$ cat config.mk
export PLATFORM = sky130hd
export DESIGN_NAME = binary_to_decimal_ascii_unit
export DESIGN_NICKNAME = d
export VERILOG_FILES = /design/src/hdl/bdau_pkg.sv /design/src/hdl/bdau_ctrl.sv /design/src/hdl/bdau_dpath.sv /design/src/hdl/binary_to_decimal_ascii_unit.sv
export VERILOG_INCLUDE_DIRS = /design/src /design/src/hdl
export SDC_FILE = /design/constraint.sdc
export NUM_CORES = 1
export LEC_CHECK = 0
export ABC_AREA = 1
export BUFFER_PORTS_ARGS = -buffer_cell sky130_fd_sc_hd__buf_2
export CAP_MARGIN = 30
export CORE_MARGIN = 4
export CORE_UTILIZATION = 30
export DETAILED_ROUTE_END_ITERATION = 6
export HOLD_SLACK_MARGIN = 0.03
export SYNTH_ARGS = -nofsm -noshare
export SYNTH_HDL_FRONTEND = slang
export SYNTH_SLANG_ARGS = --single-unit
$ cat constraint.sdc
create_clock -name clk -period 2.6 [get_ports clk]
set_input_delay 0.52 -clock clk [delete_from_list [all_inputs] [get_ports clk]]
set_output_delay 0.52 -clock clk [all_outputs]
set_load 0.01 [all_outputs]
$ cat src/hdl/binary_to_decimal_ascii_unit_macros.svh
// Assertion macros shared by the binary to decimal ASCII unit.
`ifndef BINARY_TO_DECIMAL_ASCII_UNIT_MACROS_SVH
`define BINARY_TO_DECIMAL_ASCII_UNIT_MACROS_SVH

// Same-cycle implication, sampled on clk, off during rst.
`define BDAU_ASSERT_SAME(lbl, ante, cons, msg) \
  lbl: assert property (@(posedge clk) disable iff (rst) (ante) |-> (cons)) \
    else $error(msg);

// Next-cycle implication, sampled on clk, off during rst.
`define BDAU_ASSERT_NEXT(lbl, ante, cons, msg) \
  lbl: assert property (@(posedge clk) disable iff (rst) (ante) |=> (cons)) \
    else $error(msg);

`endif

$ cat src/hdl/bdau_pkg.sv
// Types and constants of the binary to decimal ASCII unit.
package bdau_pkg;

  localparam int IN_WIDTH   = 32;
  localparam int MAX_DIGITS = 10;
  localparam int DIG_CNT_W  = $clog2(MAX_DIGITS + 1);
  localparam int BCD_W      = 4 * MAX_DIGITS;
  localparam int CHAR_W     = 6;
  localparam logic [CHAR_W-1:0] ASCII_ZERO = 6'd48;

  typedef enum logic [1:0] {
    ST_IDLE,
    ST_CONVERT,
    ST_EMIT
  } state_t;

  typedef struct packed {
    logic load;
    logic shift;
    logic emit_step;
  } dp_cmd_t;

  typedef struct packed {
    logic bits_done;
    logic digits_done;
  } dp_stat_t;

endpackage

$ cat src/hdl/bdau_ctrl.sv
// Sequencer of the binary to decimal ASCII unit: load, convert, emit.
module bdau_ctrl
  import bdau_pkg::*;
(
  input  logic     clk,
  input  logic     rst,
  input  logic     start,
  input  dp_stat_t stat,
  output dp_cmd_t  cmd,
  output logic     busy
);

  state_t state, state_next;

  always_ff @(posedge clk) begin
    if (rst) begin
      state <= ST_IDLE;
    end else begin
      state <= state_next;
    end
  end

  always_comb begin
    state_next = state;
    cmd        = '0;
    busy       = 1'b1;
    unique case (state)
      ST_IDLE: begin
        busy = 1'b0;
        if (start) begin
          cmd.load   = 1'b1;
          state_next = ST_CONVERT;
        end
      end
      ST_CONVERT: begin
        cmd.shift = 1'b1;
        if (stat.bits_done) begin
          state_next = ST_EMIT;
        end
      end
      ST_EMIT: begin
        cmd.emit_step = 1'b1;
        if (stat.digits_done) begin
          state_next = ST_IDLE;
        end
      end
      default: begin
        state_next = ST_IDLE;
      end
    endcase
  end

endmodule

$ cat src/hdl/bdau_dpath.sv
// Datapath: serial double-dabble converter and digit emitter.
module bdau_dpath
  import bdau_pkg::*;
#(
  parameter int VALUE_WIDTH = 32
) (
  input  logic                clk,
  input  logic                rst,
  input  logic [IN_WIDTH-1:0] value,
  input  dp_cmd_t             cmd,
  output dp_stat_t            stat,
  output logic                strobe,
  output logic [CHAR_W-1:0]   digit_char,
  output logic                last
);

  localparam int CNT_W = $clog2(VALUE_WIDTH);

  logic [VALUE_WIDTH-1:0] operand;
  logic [VALUE_WIDTH-1:0] bin;
  logic [BCD_W-1:0]       bcd;
  logic [BCD_W-1:0]       bcd_adj;
  logic [CNT_W-1:0]       bit_cnt;
  logic [DIG_CNT_W-1:0]   dig_cnt;
  logic                   started;
  logic [3:0]             top_digit;
  logic                   top_nz;
  logic                   final_digit;

  // Only the low VALUE_WIDTH bits of the input count
  if (VALUE_WIDTH <= IN_WIDTH) begin : g_trunc
    assign operand = value[VALUE_WIDTH-1:0];
  end else begin : g_ext
    assign operand = {{(VALUE_WIDTH - IN_WIDTH){1'b0}}, value};
  end

  // add-3 on every digit of 5 or more before the shift
  always_comb begin
    for (int d = 0; d < MAX_DIGITS; d++) begin
      bcd_adj[4*d +: 4] = (bcd[4*d +: 4] >= 4'd5) ? bcd[4*d +: 4] + 4'd3 : bcd[4*d +: 4];
    end
  end

  assign top_digit   = bcd[BCD_W-1 -: 4];
  assign top_nz      = (top_digit != 4'd0);
  assign final_digit = (dig_cnt == DIG_CNT_W'(1));

  assign stat.bits_done   = (bit_cnt == '0);
  assign stat.digits_done = final_digit;

  always_ff @(posedge clk) begin
    if (rst) begin
      strobe  <= 1'b0;
      bit_cnt <= '0;
      dig_cnt <= '0;
      started <= 1'b0;
    end else begin
      strobe <= cmd.emit_step & (started | top_nz | final_digit);
      if (cmd.load) begin
        bit_cnt <= CNT_W'(VALUE_WIDTH - 1);
        dig_cnt <= DIG_CNT_W'(MAX_DIGITS);
        started <= 1'b0;
      end else if (cmd.shift) begin
        bit_cnt <= bit_cnt - CNT_W'(1);
      end else if (cmd.emit_step) begin
        dig_cnt <= dig_cnt - DIG_CNT_W'(1);
        started <= started | top_nz;
      end
    end
  end

  // payload registers
  always_ff @(posedge clk) begin
    if (cmd.load) begin
      bin <= operand;
      bcd <= '0;
    end else if (cmd.shift) begin
      bcd <= {bcd_adj[BCD_W-2:0], bin[VALUE_WIDTH-1]};
      bin <= {bin[VALUE_WIDTH-2:0], 1'b0};
    end else if (cmd.emit_step) begin
      bcd <= {bcd[BCD_W-5:0], 4'd0};
    end
    if (cmd.emit_step) begin
      digit_char <= {2'b00, top_digit} + ASCII_ZERO;
      last       <= final_digit;
    end
  end

endmodule

$ cat src/hdl/binary_to_decimal_ascii_unit.sv
// Top level of the binary to decimal ASCII unit.
//
// Converts one unsigned number to decimal ASCII text, most significant digit
// first, leading zeros suppressed (zero gives a single '0'). An input word is
// taken on a clock edge with start high and busy low. Each digit comes out
// for exactly one cycle with strobe high; the receiver cannot stall, so it
// must take every digit on the cycle it appears. The final digit of each
// number has last set. Each word passes through a load step, then the
// serial double-dabble shifter (one input bit per cycle), then a digit
// scan over all ten BCD digits that skips leading zeros and emits the rest,
// one digit per cycle. The busy output drops on the cycle the final digit
// is presented, so the next word may start while that digit is on the ports.
// Only the ten least significant decimal digits are kept; as the input port
// has IN_WIDTH (32) bits and is zero-extended, every input value fits.
`include "binary_to_decimal_ascii_unit_macros.svh"

module binary_to_decimal_ascii_unit
  import bdau_pkg::*;
#(
  parameter int VALUE_WIDTH = 32
) (
  input  logic                clk,
  input  logic                rst,
  input  logic                start,
  output logic                busy,
  input  logic [IN_WIDTH-1:0] value,
  output logic                strobe,
  output logic [CHAR_W-1:0]   digit_char,
  output logic                last
);

  dp_cmd_t  cmd;
  dp_stat_t stat;

  // State machine: idle -> convert (bit loop) -> emit (digit loop)
  bdau_ctrl u_ctrl (
    .clk   (clk),
    .rst   (rst),
    .start (start),
    .stat  (stat),
    .cmd   (cmd),
    .busy  (busy)
  );

  // Shifter, BCD register, counters and output registers
  bdau_dpath #(
    .VALUE_WIDTH (VALUE_WIDTH)
  ) u_dpath (
    .clk        (clk),
    .rst        (rst),
    .value      (value),
    .cmd        (cmd),
    .stat       (stat),
    .strobe     (strobe),
    .digit_char (digit_char),
    .last       (last)
  );

  // A digit only comes out of a word that was in progress in the previous cycle
  `BDAU_ASSERT_SAME(a_strobe_from_busy, strobe, $past(busy), "digit strobe without a word in progress")
  // Once the first digit is out, the rest follow without gaps
  `BDAU_ASSERT_NEXT(a_no_gap, strobe && !last, strobe, "gap inside a digit run")
  // The final digit closes the run
  `BDAU_ASSERT_NEXT(a_run_closed, strobe && last, !strobe, "digit after the final digit")
  // An accepted word makes the unit busy
  `BDAU_ASSERT_NEXT(a_accept_busy, start && !busy, busy, "accepted word did not raise busy")

endmodule
After elaboration in Yosys (flattened, before gate mapping)
Cells that the tools add are included.
{ "op_classes": {"order_cmp": 10, "n_eq_ne": 7, "n_reduce_logical": 10, "mux": 28, "bitwise": 4, "addsub": 13} }
{ "op_table": {"columns": ["operator", "n"], "rows": [
  ["$mux W40", 2],
  ["$mux W32", 2],
  ["$mux W4", 12],
  ["$ge A4 B3 Y1 const B", 10],
  ["$add A4 B2 Y4 const B", 9],
  ["$mux W5", 2],
  ["$add A5 B5 Y6 const B", 1],
  ["$mux W2", 3],
  ["$pmux W2 S3", 1],
  ["$reduce_bool A2 Y1", 3],
  ["$logic_not A5 Y1", 1],
  ["$mux W1", 5],
  ["$sub A5 B1 Y5 const B", 1],
  ["$eq A4 B1 Y1 const B", 1],
  ["$ne A2 B1 Y1 const B", 2],
  ["$ne A2 B2 Y1 const B", 2],
  ["$reduce_and A2 Y1", 2],
  ["$reduce_bool A4 Y1", 1],
  ["$sub A4 B1 Y4 const B", 1],
  ["$add A3 B2 Y3 const B", 1],
  ["$mux W3", 1],
  ["$reduce_and A3 Y1", 1],
  ["$eq A2 B1 Y1 const B", 1],
  ["$eq A2 B2 Y1 const B", 1],
  ["5 further kinds", 6]
]} }
{ "totals": {"elab_cells": 82, "input_bits": 35, "out_inout_bits": 9, "regBits": 92} }

Longest topological paths before layout
Gate-level depths: netlist of the first run.
{ "logic_depth": {"depth_word": 5, "ltp_mapped": 9, "ltp_nobuf": 9} }

Cells and area by module
A second synthesis of the first run with hierarchy kept.
{ "hier_totals": {"cells_unflattened": 704, "hier_area_um2": 5162.5} }
{ "modules_own_cells": {"columns": ["mod", "area_each_um2", "seq_area_each_um2", "instances", "cells_each"], "rows": [
  ["bdau_dpath", 5046.1, 2132.0, 1, 688],
  ["bdau_ctrl", 116.4, 40.0, 1, 16]
]} }

Worst setup path before layout of the first run
No wires, ideal clock.
{ "synth_path": {"kind": "reg-to-reg", "start": "reg u_ctrl.state[0]", "end": "reg u_dpath.bin[0] (enable)", "stages_incl_launch_ff": 6, "n_path_buf": 1, "setup_slack_ns": 0.438, "t_arrival_ns": 1.683, "setup_time_ns": 0.479, "required_time_ns": 2.121, "synth_period_minus_slack_ns": 2.162, "path_cell_list": "dfxtp_1 inv_1 ha_1 nand2_1 clkbuf_1 nand2_1"} }
{ "synth_between": {"elab_chain_len": 3, "elab_cells_between_ends": 5, "cone_classes": "eq/ne: 1; mux: 2; reduce/logical: 2"} }
{ "synth_rtl": {"columns": ["item", "line_no", "rtl"], "rows": [
  ["start, declared", "bdau_ctrl.sv:13", "state_t state, state_next;"],
  ["start signal, assigned", "bdau_ctrl.sv:19", "state <= state_next;"],
  ["$eq A2 B1 Y1 / $logic_not A2 Y1 (equally long branches)", "bdau_ctrl.sv:27", "unique case (state)"],
  ["$mux W1", "bdau_ctrl.sv:27", null],
  ["$reduce_bool A2 Y1 (no line) (*)", null, null],
  ["end signal, assigned", "bdau_dpath.sv:75", "bin <= operand;"],
  ["end signal, assigned", "bdau_dpath.sv:79", "bin <= {bin[VALUE_WIDTH-2:0], 1'b0};"],
  ["end, declared", "bdau_dpath.sv:20", "logic [VALUE_WIDTH-1:0] bin;"]
]} }
Mark *: on every way between the ends. The rest lies on a longest branch, timed or not.
A chain may end at the register's enable or synchronous reset.

Final worst setup path of the first run
{ "layout_path": {"start": "reg u_ctrl.state[0]", "end": "reg u_dpath.bcd[34]"} }
{ "layout_between": {"elab_chain_len": 3, "elab_cells_between_ends": 8, "cone_classes": "eq/ne: 2; mux: 4; reduce/logical: 2"} }
{ "layout_rtl": {"columns": ["item", "line_no", "rtl"], "rows": [
  ["$eq A2 B1 Y1 / $eq A2 B2 Y1 (equally long branches)", "bdau_ctrl.sv:27", null],
  ["$mux W1", "bdau_ctrl.sv:27", null],
  ["$mux W40 / $reduce_bool A2 Y1 (equally long branches)", null, null],
  ["end signal, assigned", "bdau_dpath.sv:78", "bcd <= {bcd_adj[BCD_W-2:0], bin[VALUE_WIDTH-1]};"],
  ["end signal, assigned", "bdau_dpath.sv:81", "bcd <= {bcd[BCD_W-5:0], 4'd0};"],
  ["end, declared", "bdau_dpath.sv:21", "logic [BCD_W-1:0] bcd;"]
]} }
Several ways; a longest one is shown, not always the timed one.

==> results.txt, run 1 <==
* Status: finished clean
* Max-slew violation total from the final report: 0
- No sink is reached through more buffers than the 2 on the longest clock path.
- Using the TritonRoute via totals, the vias-per-cell ratio works out to between 4 and 5.
- The endpoint identified for the worst register-to-register timing path is u_dpath.bcd[34].
- Cells after DPL: slightly below 900
- Gate count after technology mapping: between 600 and 700
- The analysis attributes to cell leakage a power of approximately 2.4 nW.
- Slowest cell on the critical path: sky130_fd_sc_hd__inv_2
* Proportion of layout cells with a drive suffix above 1: 9.47%
- Post-placement setup slack: approximately 780 ps
- Combinational logic is responsible for between 40% and 50% of the overall power.
- Number of remaining DRC errors: 0
* Setup slack of the worst register-to-register path: 780 ps
* IO Count: 44
- The worst-case IR drop observed on VDD is 856 µV.
* Starting utilization of the core area: between 30% and 40%
* Non-filler instance count after layout: 892
* Top Family by Delay on Critical Path: buffers and inverters
- DRT met1 WL: 5.28 mm
* Die X-Extent: between 100 and 150 µm
- Data required time of the worst path: around 2900 ps
- Clock insertion delay at the later pin of the skew report: about 340 ps
- Setup Skew: 4.09 ps
* Number of antenna violations at the first check in global routing: 0
- In this run, post-CTS hold repair placed 0 buffers.
- Vias in the first global route: approximately 3.8k
- Clock-pin slew was measured on the worst setup and hold paths at 60 ps.
- TritonCTS built the clock tree.
- The H-tree was split into 3 levels.
* Final TNS setup: 0 ps
- Sequential cells burn a little over a third of the power.
- The number of buffers and inverters on the critical path is 2.
* Number of synthesized register bits: 90
* Final hold slack: ~390 ps
* Crit Path Max Fanout: 46
- Wire length of the first global-routing pass: 17.6 mm
- Num Clock Sinks: 90
- Depth of the critical timing path with buffers and inverters included: 5
- Filler cell count in the final layout: approximately 1.7k
* Post-cts repair resize count: 0
- Endpoint type of the worst setup path: flop
- The worst hold path belongs to the class in -> reg.
- The clock network burns between 10% and 20% of the power.
* Number of nets in the finished design: between 700 and 800
- The library cells used most frequently in the layout, excluding fill and tap cells, are 176 x sky130_fd_sc_hd__nand2_1, 81 x sky130_fd_sc_hd__a21oi_1, 62 x sky130_fd_sc_hd__inv_1, 53 x sky130_fd_sc_hd__dfxtp_1, 51 x sky130_fd_sc_hd__o21ai_0.
- Counting the buffers created by CTS gives 9.
* Worst Setup Path Type: reg -> reg
- Derived from the worst setup path, the maximum achievable clock frequency is roughly 550 MHz.
* Crit path cell chain: inv_1 -> ha_1 -> inv_2 -> o21ai_0 -> a21oi_1
* Post-CTS Setup Inserts: 0
- For this run, the total global-route usage over all layers was measured as between 10% and 20%.
- In this run the tool buffered the top-level ports with 41 buffer cells.
- The startpoint identified for the worst hold timing path is rst.
* Number of DRC violations after detailed-routing iteration 0: between 200 and 300
- The worst register-to-register path begins at u_ctrl.state[0].
* Relative slew slack: a little under half
* Std-Cell Core Area: around 16,000 µm²
* Endpoint arrival time on the critical path: about 2100 ps
- The count of endpoints failing hold in the final timing report was 0.
- Unrepaired setup endpoints after global routing: false
- Antenna-violating nets left: 0
- Final worst-path setup slack: 778 ps
- 0 antenna diodes ended up in the layout.
- Compared with the post-synthesis result, the final layout area differs by 13.8%.
- Final WL: between 10 and 15 mm
* Ys Warns: 0
* Setup violation total in the final timing report: 0
* TritonRoute pass-1 iters: 4
- CP startpoint kind: flop
* Half-perimeter wire length after detailed placement: slightly below 7 mm
- Counting instances, the worst hold path has a depth of 2.
* P_int: about 4.2 mW
- In this run the top signal layer used is met4.
- Clock period minus final worst setup slack: 1820 ps
- Detail Route met3 WL: ~340 µm
- Switching share of power: about 43%
- Most common library cell in the layout ignoring fill and taps: sky130_fd_sc_hd__nand2_1
- Maximum number of pins on one net before global-route repair: just under 60
* Transition time at the pin with the least slew margin: 783 ps
* Delay of the slowest cell on the worst path: between 500 and 600 ps
- Sw power: roughly 3.2 mW
- The share of the Yosys chip area taken by registers is 44.1%.
- The worst hold path terminates at u_dpath.bit_cnt[3].
- Via total after detailed routing: about 4.2k
* Die Outline Area: between 15,000 and 20,000 µm²
- Measured along the y axis, the die boundary spans between 100 and 150 µm.
- Total power for the finished layout comes to roughly 7.4 mW.
- In the finished design, the share of the clock period the worst path needs comes to ~70%.
- The number of different library cells used by synthesis comes to 23.
- Max-cap violations in this run came to 0.
- Gpl congestion: between 0.7 and 0.8
- For the worst flop-to-flop path, the logic depth is 5.
* Root buffer cell: sky130_fd_sc_hd__clkbuf_16
* Routed met2 length: approximately 4.8 mm
- Power per cell area: roughly 1300 nW/µm²
- Total congestion overflow: 0
* Syn_area_per_cell: between 7 and 8 µm²
- Summing every instance area after synthesis gives between 4000 and 5000 µm².
* DR WL/cell: ~12 µm
* FP Rows: 46
[per-stage QoR]
step,util (%),cell area (µm²)
finish,35.0,5600
global route,35.0,5600
CTS,35.0,5600
detailed placement,33.3,5320
global placement,33.3,5320
floorplan,-,4930
[power groups by stage]
stage	registers [mW]	logic, mW	clock network [mW]
CTS	2.68	3.55	1.29
global placement	2.70	3.49	0
finish	2.67	3.51	1.26
global route	2.76	4.09	1.34
floorplan	2.59	2.81	0
detailed placement	2.70	3.53	0
[cells in the mapped netlist]
| cell type | instances | area, µm² |
|---|---|---|
| sky130_fd_sc_hd__nand2_1 | 177 | 664 |
| sky130_fd_sc_hd__a21oi_1 | 81 | 405 |
| sky130_fd_sc_hd__inv_1 | 62 | 233 |
| sky130_fd_sc_hd__dfxtp_1 | 53 | 1060 |
| sky130_fd_sc_hd__o21ai_0 | 51 | 255 |
| sky130_fd_sc_hd__edfxtp_1 | 37 | 1110 |
| sky130_fd_sc_hd__nand3_1 | 37 | 185 |
| sky130_fd_sc_hd__ha_1 | 30 | 375 |
| sky130_fd_sc_hd__nor2_1 | 23 | 86.3 |
| sky130_fd_sc_hd__nand4_1 | 22 | 138 |
| sky130_fd_sc_hd__buf_2 | 13 | 65.1 |
| sky130_fd_sc_hd__a31oi_1 | 10 | 62.6 |
| sky130_fd_sc_hd__clkbuf_1 | 10 | 37.5 |
| sky130_fd_sc_hd__o211ai_1 | 9 | 67.6 |
| sky130_fd_sc_hd__xor2_1 | 8 | 70.1 |
| sky130_fd_sc_hd__buf_4 | 5 | 37.5 |
| sky130_fd_sc_hd__nor3_1 | 3 | 15.0 |
| sky130_fd_sc_hd__inv_2 | 2 | 7.51 |
| sky130_fd_sc_hd__or2_2 | 2 | 12.5 |
| sky130_fd_sc_hd__xnor2_1 | 2 | 17.5 |
| sky130_fd_sc_hd__clkinv_1 | 1 | 3.75 |
| sky130_fd_sc_hd__conb_1 | 1 | 3.75 |
| sky130_fd_sc_hd__nand3b_1 | 1 | 7.51 |
[layer usage]
| metal | up-vias | global-route usage, % |
|---|---|---|
| li1 | 2213 | - |
| met1 | 1935 | 15.3 |
| met2 | 59 | 18.5 |
| met3 | 7 | 2.59 |
| met4 | 0 | 3.42 |
| met5 | - | 0 |
[area by class of cell]
class / count / area (µm²) / share of cell area, %
Clock buffer: 12 / 236 / 4.22
Inverter: 65 / 244 / 4.36
Timing Repair Buffer: 47 / 263 / 4.69
Multi-Input combinational cell: 458 / 2370 / 42.3
Tap cell: 216 / 270 / 4.82
Sequential cell: 90 / 2170 / 38.8
Clock inverter: 4 / 43.8 / 0.782
[worst max-delay path by stage]
stage	from	slack [ps]	end
finish	u_ctrl.state[0]	780	u_dpath.bcd[34]
CTS	u_ctrl.state[0]	760	u_dpath.bcd[34]
global placement	u_ctrl.state[0]	840	u_dpath.bcd[2]
floorplan	u_ctrl.state[0]	440	u_dpath.bin[0]
detailed placement	u_ctrl.state[0]	780	u_dpath.bcd[34]
global route	u_ctrl.state[0]	600	u_dpath.bcd[34]
[worst reg2reg max path, delay by kind of cell, from the launching register on]
family / cells / cell delay (ps)
fa+ha+maj: 1 / 330
buf+inv: 2 / 680
compound gates: 2 / 370
flops: 1 / 380
[flip-flops by register name, indices dropped and copies added, names as in the netlist]
| signal | count |
|---|---|
| u_dpath.started | 1 |
| u_dpath.bin | 32 |
| u_dpath.strobe | 1 |
| u_dpath.digit_char | 4 |
| u_dpath.last | 1 |
| u_ctrl.state | 2 |
| u_dpath.dig_cnt | 4 |
| u_dpath.bit_cnt | 5 |
| u_dpath.bcd | 40 |
[cell families (layout without fill, tap and decap cells)]
| logic type | Yosys count | count (layout) | synth area share, % |
|---|---|---|---|
| flops | 90 | 90 | 44.1 |
| simple gates | 265 | 265 | 22.5 |
| buf+inv | 93 | 128 | 7.80 |
| compound gates | 151 | 151 | 16.1 |
| fa+ha+maj | 30 | 30 | 7.63 |
| other cells | 1 | 2 | 0.0762 |
| xor+xnor | 10 | 10 | 1.78 |
Note: power is estimated with default switching activity, not from simulation.
==> run 2: changes to the inputs <==
Clock period 2.6 ns to 1.85 ns, I/O delays scaled along.
==> run 2 against run 1 <==
Net effect:
- sequential share of layout area down 1.0 points
- count of clock-buffer cells in the layout down 2
- global-route usage up 0.67 points
- cell area up 2.6%
- sequential power up 41%
- non-clock buffer count up 8
- die area unchanged
- clock power up 65%
- largest power group unchanged
==> results.txt, run 2 (same netlist as run 1, synthesis figures left out) <==
- Clock tree synthesis found a total of 90 sinks.
- Max capacitance violation total: 0
* Cells after DPL: ~880
- From bottom edge to top edge, the die measures roughly 140 µm.
- Top flop regs: u_dpath.bcd x40, u_dpath.bin x32, u_dpath.bit_cnt x5
* Highest routed metal layer: met4
- Max-slew violation total from the final report: 0
- The net count of the finished layout is roughly 740.
- The worst setup path is launched from a flop.
- Post-cts repair resize count: 0
- Registers are responsible for around a third of the overall power.
- Once layout is complete, the cells apart from fillers number 900.
- Endpoint type of the worst setup path: flop
* Static Leak: 2.46 nW
- Setup violations remaining at the end of the flow were counted as 0.
- After detailed routing, the number of remaining DRC violations is 0.
- Compared with the post-synthesis result, the final layout area differs by 16.8%.
* Inserted Clock Buffers: 9
- Endpoint arrival time on the critical path: approximately 1800 ps
* Worst Setup Path Type: reg -> reg
- In the layout the commonest cells are 175 x sky130_fd_sc_hd__nand2_1, 81 x sky130_fd_sc_hd__a21oi_1, 62 x sky130_fd_sc_hd__inv_1, 53 x sky130_fd_sc_hd__dfxtp_1, 51 x sky130_fd_sc_hd__o21ai_0.
- Post-DR vias/cell: roughly 4.7
- DR WL/cell: between 10 and 15 µm
- On the worst path, the slowest cell contributes a delay of about 370 ps.
* Top Family by Delay on Critical Path: buffers and inverters
- The flow ran to the end, and the final reports show no timing, DRC or antenna violations.
* Most frequent CP cell: sky130_fd_sc_hd__nand2_1
- Together, buffers and inverters on the worst path number 3.
- The worst-case IR drop observed on VDD is 769 µV.
* Power per cell area: ~1900 nW/µm²
- TritonRoute pass-1 iters: 4
- Number of DRC violations after detailed-routing iteration 0: 301
- Count of buffers inserted at the top-level ports: 41
- Data required time of the worst path: 1950 ps
- The H-tree was split into 3 levels.
- TritonCTS built the clock tree.
* Part of the total power dissipated in combinational logic: between 40% and 50%
- Antenna-violating nets left: 0
- Die X-Extent: between 100 and 150 µm
- The number of global-route vias before repair was around 3.9k.
- In this run the standard cell core region covers between 15,000 and 20,000 µm².
- Count of hold-fix buffers inserted at cts: 0
- In this run the clock root is driven by a sky130_fd_sc_hd__clkbuf_16.
- For this block, wires on met1 add up to approximately 5.4 mm.
- Across all layers, the routed design uses between 4k and 5k vias.
- In this run the core area contains between 40 and 50 standard-cell rows.
- The share of total power dissipated in the clock network is between 10% and 20%.
* Count of inserted antenna diode cells: 0
- Sw power: roughly 4.6 mW
* Overall power of the completed layout: 11.1 mW
- The die covers approximately 19,000 µm².
* Most common library cell in the layout ignoring fill and taps: sky130_fd_sc_hd__nand2_1
* Starting utilization of the core area: between 30% and 40%
* Number of antenna violations at the first check in global routing: 0
* Number of flip-flops under the largest register name: 40
- Setup repair after global routing left no endpoint under its margin.
- Gpl congestion: approximately 0.8
- Crit Path Max Fanout: 40
* Total congestion overflow: 0
* IO Count: between 40 and 50
- Proportion of layout cells with a drive suffix above 1: a little over a tenth
- Detailed placement finished with a half-perimeter wire length of a little over 7 mm.
* P_int: around 6.4 mW
- After clock tree synthesis, the setup repair step added 0 buffers.
- Final cycle utilization of the critical path: between 80% and 90%
* Maximum number of pins on one net before global-route repair: 41
* Wire length of the first global-routing pass: about 18 mm
- Summed over all layers, the routed wires come to about 11 mm.
- Switching share of power: 41.7%
* Register ranked first by flip-flop count: u_dpath.bcd
- Clock Pin Slew Worst Setup and Hold Paths: approximately 60 ps
* Detail Route met3 WL: between 300 and 400 µm
* Slowest cell on the critical path: sky130_fd_sc_hd__dfxtp_1
* Achievable Freq: ~600 MHz
- Clock insertion delay at the later pin of the skew report: about 350 ps
- Routed met2 length: between 4 and 5 mm
- Setup Skew: between 10 and 15 ps
* GR Util All Layers: 12.1%
* Final hold slack: about 220 ps
- Setup total negative slack on the finished layout was measured at 0 ps.
* Classification of the worst-slack hold path: in -> reg
- The signal on the critical path passes through inv_1 -> ha_1 -> nand2_2 -> clkinv_1 -> buf_4 -> nand2_1 -> nand2_1.
- The count of endpoints failing hold in the final timing report was 0.
- After layout, the minimum clock period comes to about 1700 ps.
- Counting along the longest clock path gives a buffer depth of 2.
[run 2: worst reg2reg max path, delay by kind of cell (launching register included)]
family	cells	cell delay [ps]
buffers and inverters	3	450
DFF	1	370
and+or+nand+nor	3	360
adders and majority gates	1	230
[run 2: worst paths after layout]
path | startpoint | end | slack (ps) | depth (start not counted)
max | u_ctrl.state[0] | u_dpath.bin[30] | 190 | 7
min | rst | u_dpath.bit_cnt[4] | 220 | 2
min reg2reg | u_dpath.started | u_dpath.started | 480 | 2
max reg2reg | u_ctrl.state[0] | u_dpath.bin[30] | 190 | 7
[run 2: final cells by class]
| cell class | instances | area [µm²] |
|---|---|---|
| flip-flops and latches | 90 | 2170 |
| well taps | 216 | 270 |
| fillers | 1706 | 10300 |
| repair buffers | 55 | 348 |
| inverters | 65 | 244 |
| multi-input cells | 458 | 2380 |
| clock inverters | 6 | 106 |
| clock buffers | 10 | 229 |
[run 2: power by group through the flow]
stage / Sequential (mW) / Clock (mW) / Combinational [mW]
6_report: 3.76 / 2.08 / 5.22
5_1_grt: 3.88 / 2.22 / 6.09
4_1_cts: 3.76 / 2.14 / 5.28
3_5_place_dp: 3.80 / 0 / 5.25
3_3_place_gp: 3.80 / 0 / 5.22
2_1_floorplan: 3.63 / 0 / 3.96
[run 2: routing by layer]
metal	vias up	GRT usage (%)
met3	4	3.52
met2	58	18.5
met1	1902	16.6
met4	0	3.58
li1	2230	-
met5	-	0
[run 2: per-stage QoR]
stage	cell area, µm²	util (%)	setup WS (ps)
after global placement	5410	33.8	218
final	5750	35.9	187
after CTS	5750	35.9	186
after floorplan	4930	-	145
after global routing	5750	35.9	64.1
after detailed placement	5410	33.8	186
==> run 3: changes to the inputs <==
Settings changed: PLACE_DENSITY from default to 0.52.
==> run 3 against run 2 <==
Net effect:
- combinational power grew 0.8%
- global-route usage grew 0.76 points
- sequential cell count is the same
- worst hold slack gained 14 ps
- power shrank 0.44%
- cell area shrank 0.41%
- die area is the same
- first-iteration DRC count grew 0.33%
- via count grew 4.0%
==> results.txt, run 3 (same netlist as run 1, synthesis figures left out) <==
- Crit Path Max Fanout: 31
- In this run switching power makes up a little over two fifths of total power.
* Via total after detailed routing: roughly 4.4k
- Root buffer cell: sky130_fd_sc_hd__clkbuf_16
- Number of flip-flops under the largest register name: 40
* Hold wc startpoint: rst
* IO Count: 44
- Of the cells placed in the final design, the portion with a size suffix greater than 1 is between 10% and 20%.
* Achievable Freq: 606 MHz
* Post-placement setup slack: between 150 and 200 ps
- Data arrives at the worst endpoint at between 1500 and 2000 ps.
* Layout overhead on the synthesized area: 16.3%
- The congestion estimate from routability-driven global placement came to between 0.7 and 0.8.
* DR WL/cell: ~13 µm
* Max capacitance violation total: 0
- Counting every sink on the clock net gives 90.
* GR Util All Layers: roughly an eighth
* Antenna-violating nets left: 0
- At the end of the flow, the number of nets in the layout was about 740.
* Count of buffers inserted at the top-level ports: 41
- Final cycle utilization of the critical path: roughly nine tenths
- Number of remaining DRC errors: 0
* CTS tree: done
* Power per cell area: just under 2000 nW/µm²
* TritonRoute pass-1 iters: 5
- Status: finished clean
* Overall power of the completed layout: ~11 mW
- The die is between 100 and 150 µm tall.
* Final TNS setup: 0 ps
- Max-slew violation total from the final report: 0
* Static Leak: ~2.4 nW
- The H-tree was split into 3 levels.
- Combinational cells account for 47.8% of the total power.
- Std-Cell Core Area: around 16,000 µm²
- Endpoint type of the worst setup path: flop
- Clock skew on the completed layout was measured at about 7.8 ps.
- The initial antenna violation count was 0.
- Wire length of the first global-routing pass: around 19 mm
- At the later pin of the worst-skew pair, clock insertion delay measures between 300 and 400 ps.
- After routing the design area is roughly 5700 µm².
- Counting flops per register, the top entry is u_dpath.bcd.
- 0 antenna diodes ended up in the layout.
- The initial utilization of the core area, before any placement, comes to 30.8%.
* Top flop regs: u_dpath.bcd x40, u_dpath.bin x32, u_dpath.bit_cnt x5
- Post-DR vias/cell: roughly 4.8
* Clock period minus final worst setup slack: roughly 1600 ps
* Post-CTS Setup Inserts: 0
* Beginning of the worst register-to-register path: u_ctrl.state[0]
- The die covers 18,500 µm².
- Setup violations remaining at the end of the flow were counted as 0.
- Unrepaired setup endpoints after global routing: false
- Final WL: between 10 and 15 mm
- Measured in cells, the most critical reg-to-reg path has a length of 7.
- The top cell types in the final layout, fill and taps aside, are 175 x sky130_fd_sc_hd__nand2_1, 81 x sky130_fd_sc_hd__a21oi_1, 62 x sky130_fd_sc_hd__inv_1, 53 x sky130_fd_sc_hd__dfxtp_1, 51 x sky130_fd_sc_hd__o21ai_0.
* CP startpoint kind: flop
- Summing all placed instances gives a cell area of between 5000 and 6000 µm².
- Inserted Clock Buffers: 9
* Maximum number of pins on one net before global-route repair: 41
- After clock tree synthesis, the clock-pin slew on the worst setup and hold paths is roughly 70 ps.
* Data required time of the worst path: between 1500 and 2000 ps
- The critical path is of the reg -> reg type.
* Total congestion overflow: 0
- FP Rows: 46
* Peak supply drop: a little over 800 µV
- In this run, flip-flops and latches consume 34.4% of the power.
- Number of DRC violations after detailed-routing iteration 0: between 300 and 400
* Critical path origin: u_ctrl.state[0]
* Most common library cell in the layout ignoring fill and taps: sky130_fd_sc_hd__nand2_1
- After layout, the worst setup slack is approximately 200 ps.
* Classification of the worst-slack hold path: in -> reg
- In this run the deepest clock path goes through 2 buffers.
- Part of the power in the clock network: around 18%
- Half-perimeter wire length after detailed placement: 7.90 mm
- The number of global-route vias before repair was approximately 4.2k.
- The worst hold path passes through 2 cells.
- From left edge to right edge, the die measures 136 µm.
- Endpoints failing hold: 0
- Sw power: 4.71 mW
* P_int: approximately 6.3 mW
==> run 3: per-layer routing <==
| metal | up-vias | part of all wire (%) | global-route usage, % |
|---|---|---|---|
| met5 | - | 0 | 0 |
| met4 | 0 | 1.0 | 3.02 |
| met3 | 15 | 5.2 | 3.89 |
| met2 | 90 | 45 | 20.9 |
| met1 | 2025 | 49 | 16.8 |
| li1 | 2233 | - | - |
==> run 3: power groups by stage <==
stage	sequential, mW	combinational (mW)	clock [mW]
6_report	3.79	5.26	1.96
3_5_place_dp	3.81	5.28	0
4_1_cts	3.78	5.31	2.03
5_1_grt	3.90	6.08	2.11
3_3_place_gp	3.79	5.12	0
2_1_floorplan	3.63	3.96	0
==> run 3: path summary, 6_finish.rpt <==
path                                      endpoint  slack [ps]
worst max-delay path               u_dpath.bin[20]         200
worst max register to register     u_dpath.bin[20]         200
worst min-delay path            u_dpath.bit_cnt[4]         240
worst min register to register     u_dpath.bcd[17]         480
==> run 3: worst max-delay path, stage by stage (launching register included) <==
cell and delay (ps):
sky130_fd_sc_hd__dfxtp_1 380, sky130_fd_sc_hd__inv_1 110, sky130_fd_sc_hd__ha_1 240, sky130_fd_sc_hd__nand2_2 170, sky130_fd_sc_hd__clkinv_1 110, sky130_fd_sc_hd__buf_4 230
sky130_fd_sc_hd__nand2_1 90, sky130_fd_sc_hd__nand2_1 50
==> run 3: through the flow <==
step | util, % | hold WS, ps | std cells
2_1_floorplan | - | 438 | 641
3_3_place_gp | 33.8 | 452 | 884
3_5_place_dp | 33.8 | 465 | 884
4_1_cts | 35.8 | 218 | 900
5_1_grt | 35.8 | 225 | 900
6_report | 35.8 | 238 | 900
==> run 3: final cells by class <==
type | instances | area [µm²]
clock buffer | 10 | 229
tap | 216 | 270
timing repair buffer | 55 | 348
sequential | 90 | 2170
fill | 1705 | 10300
clock inverter | 6 | 80.1
multi-input combinational | 458 | 2380
inverter | 65 | 244
==> run 3: repair_timing <==
action | CTS | global route
setup endpoints to repair | 0 | 2
gates resized for setup | 0 | 1
hold buffers | 0 | 0
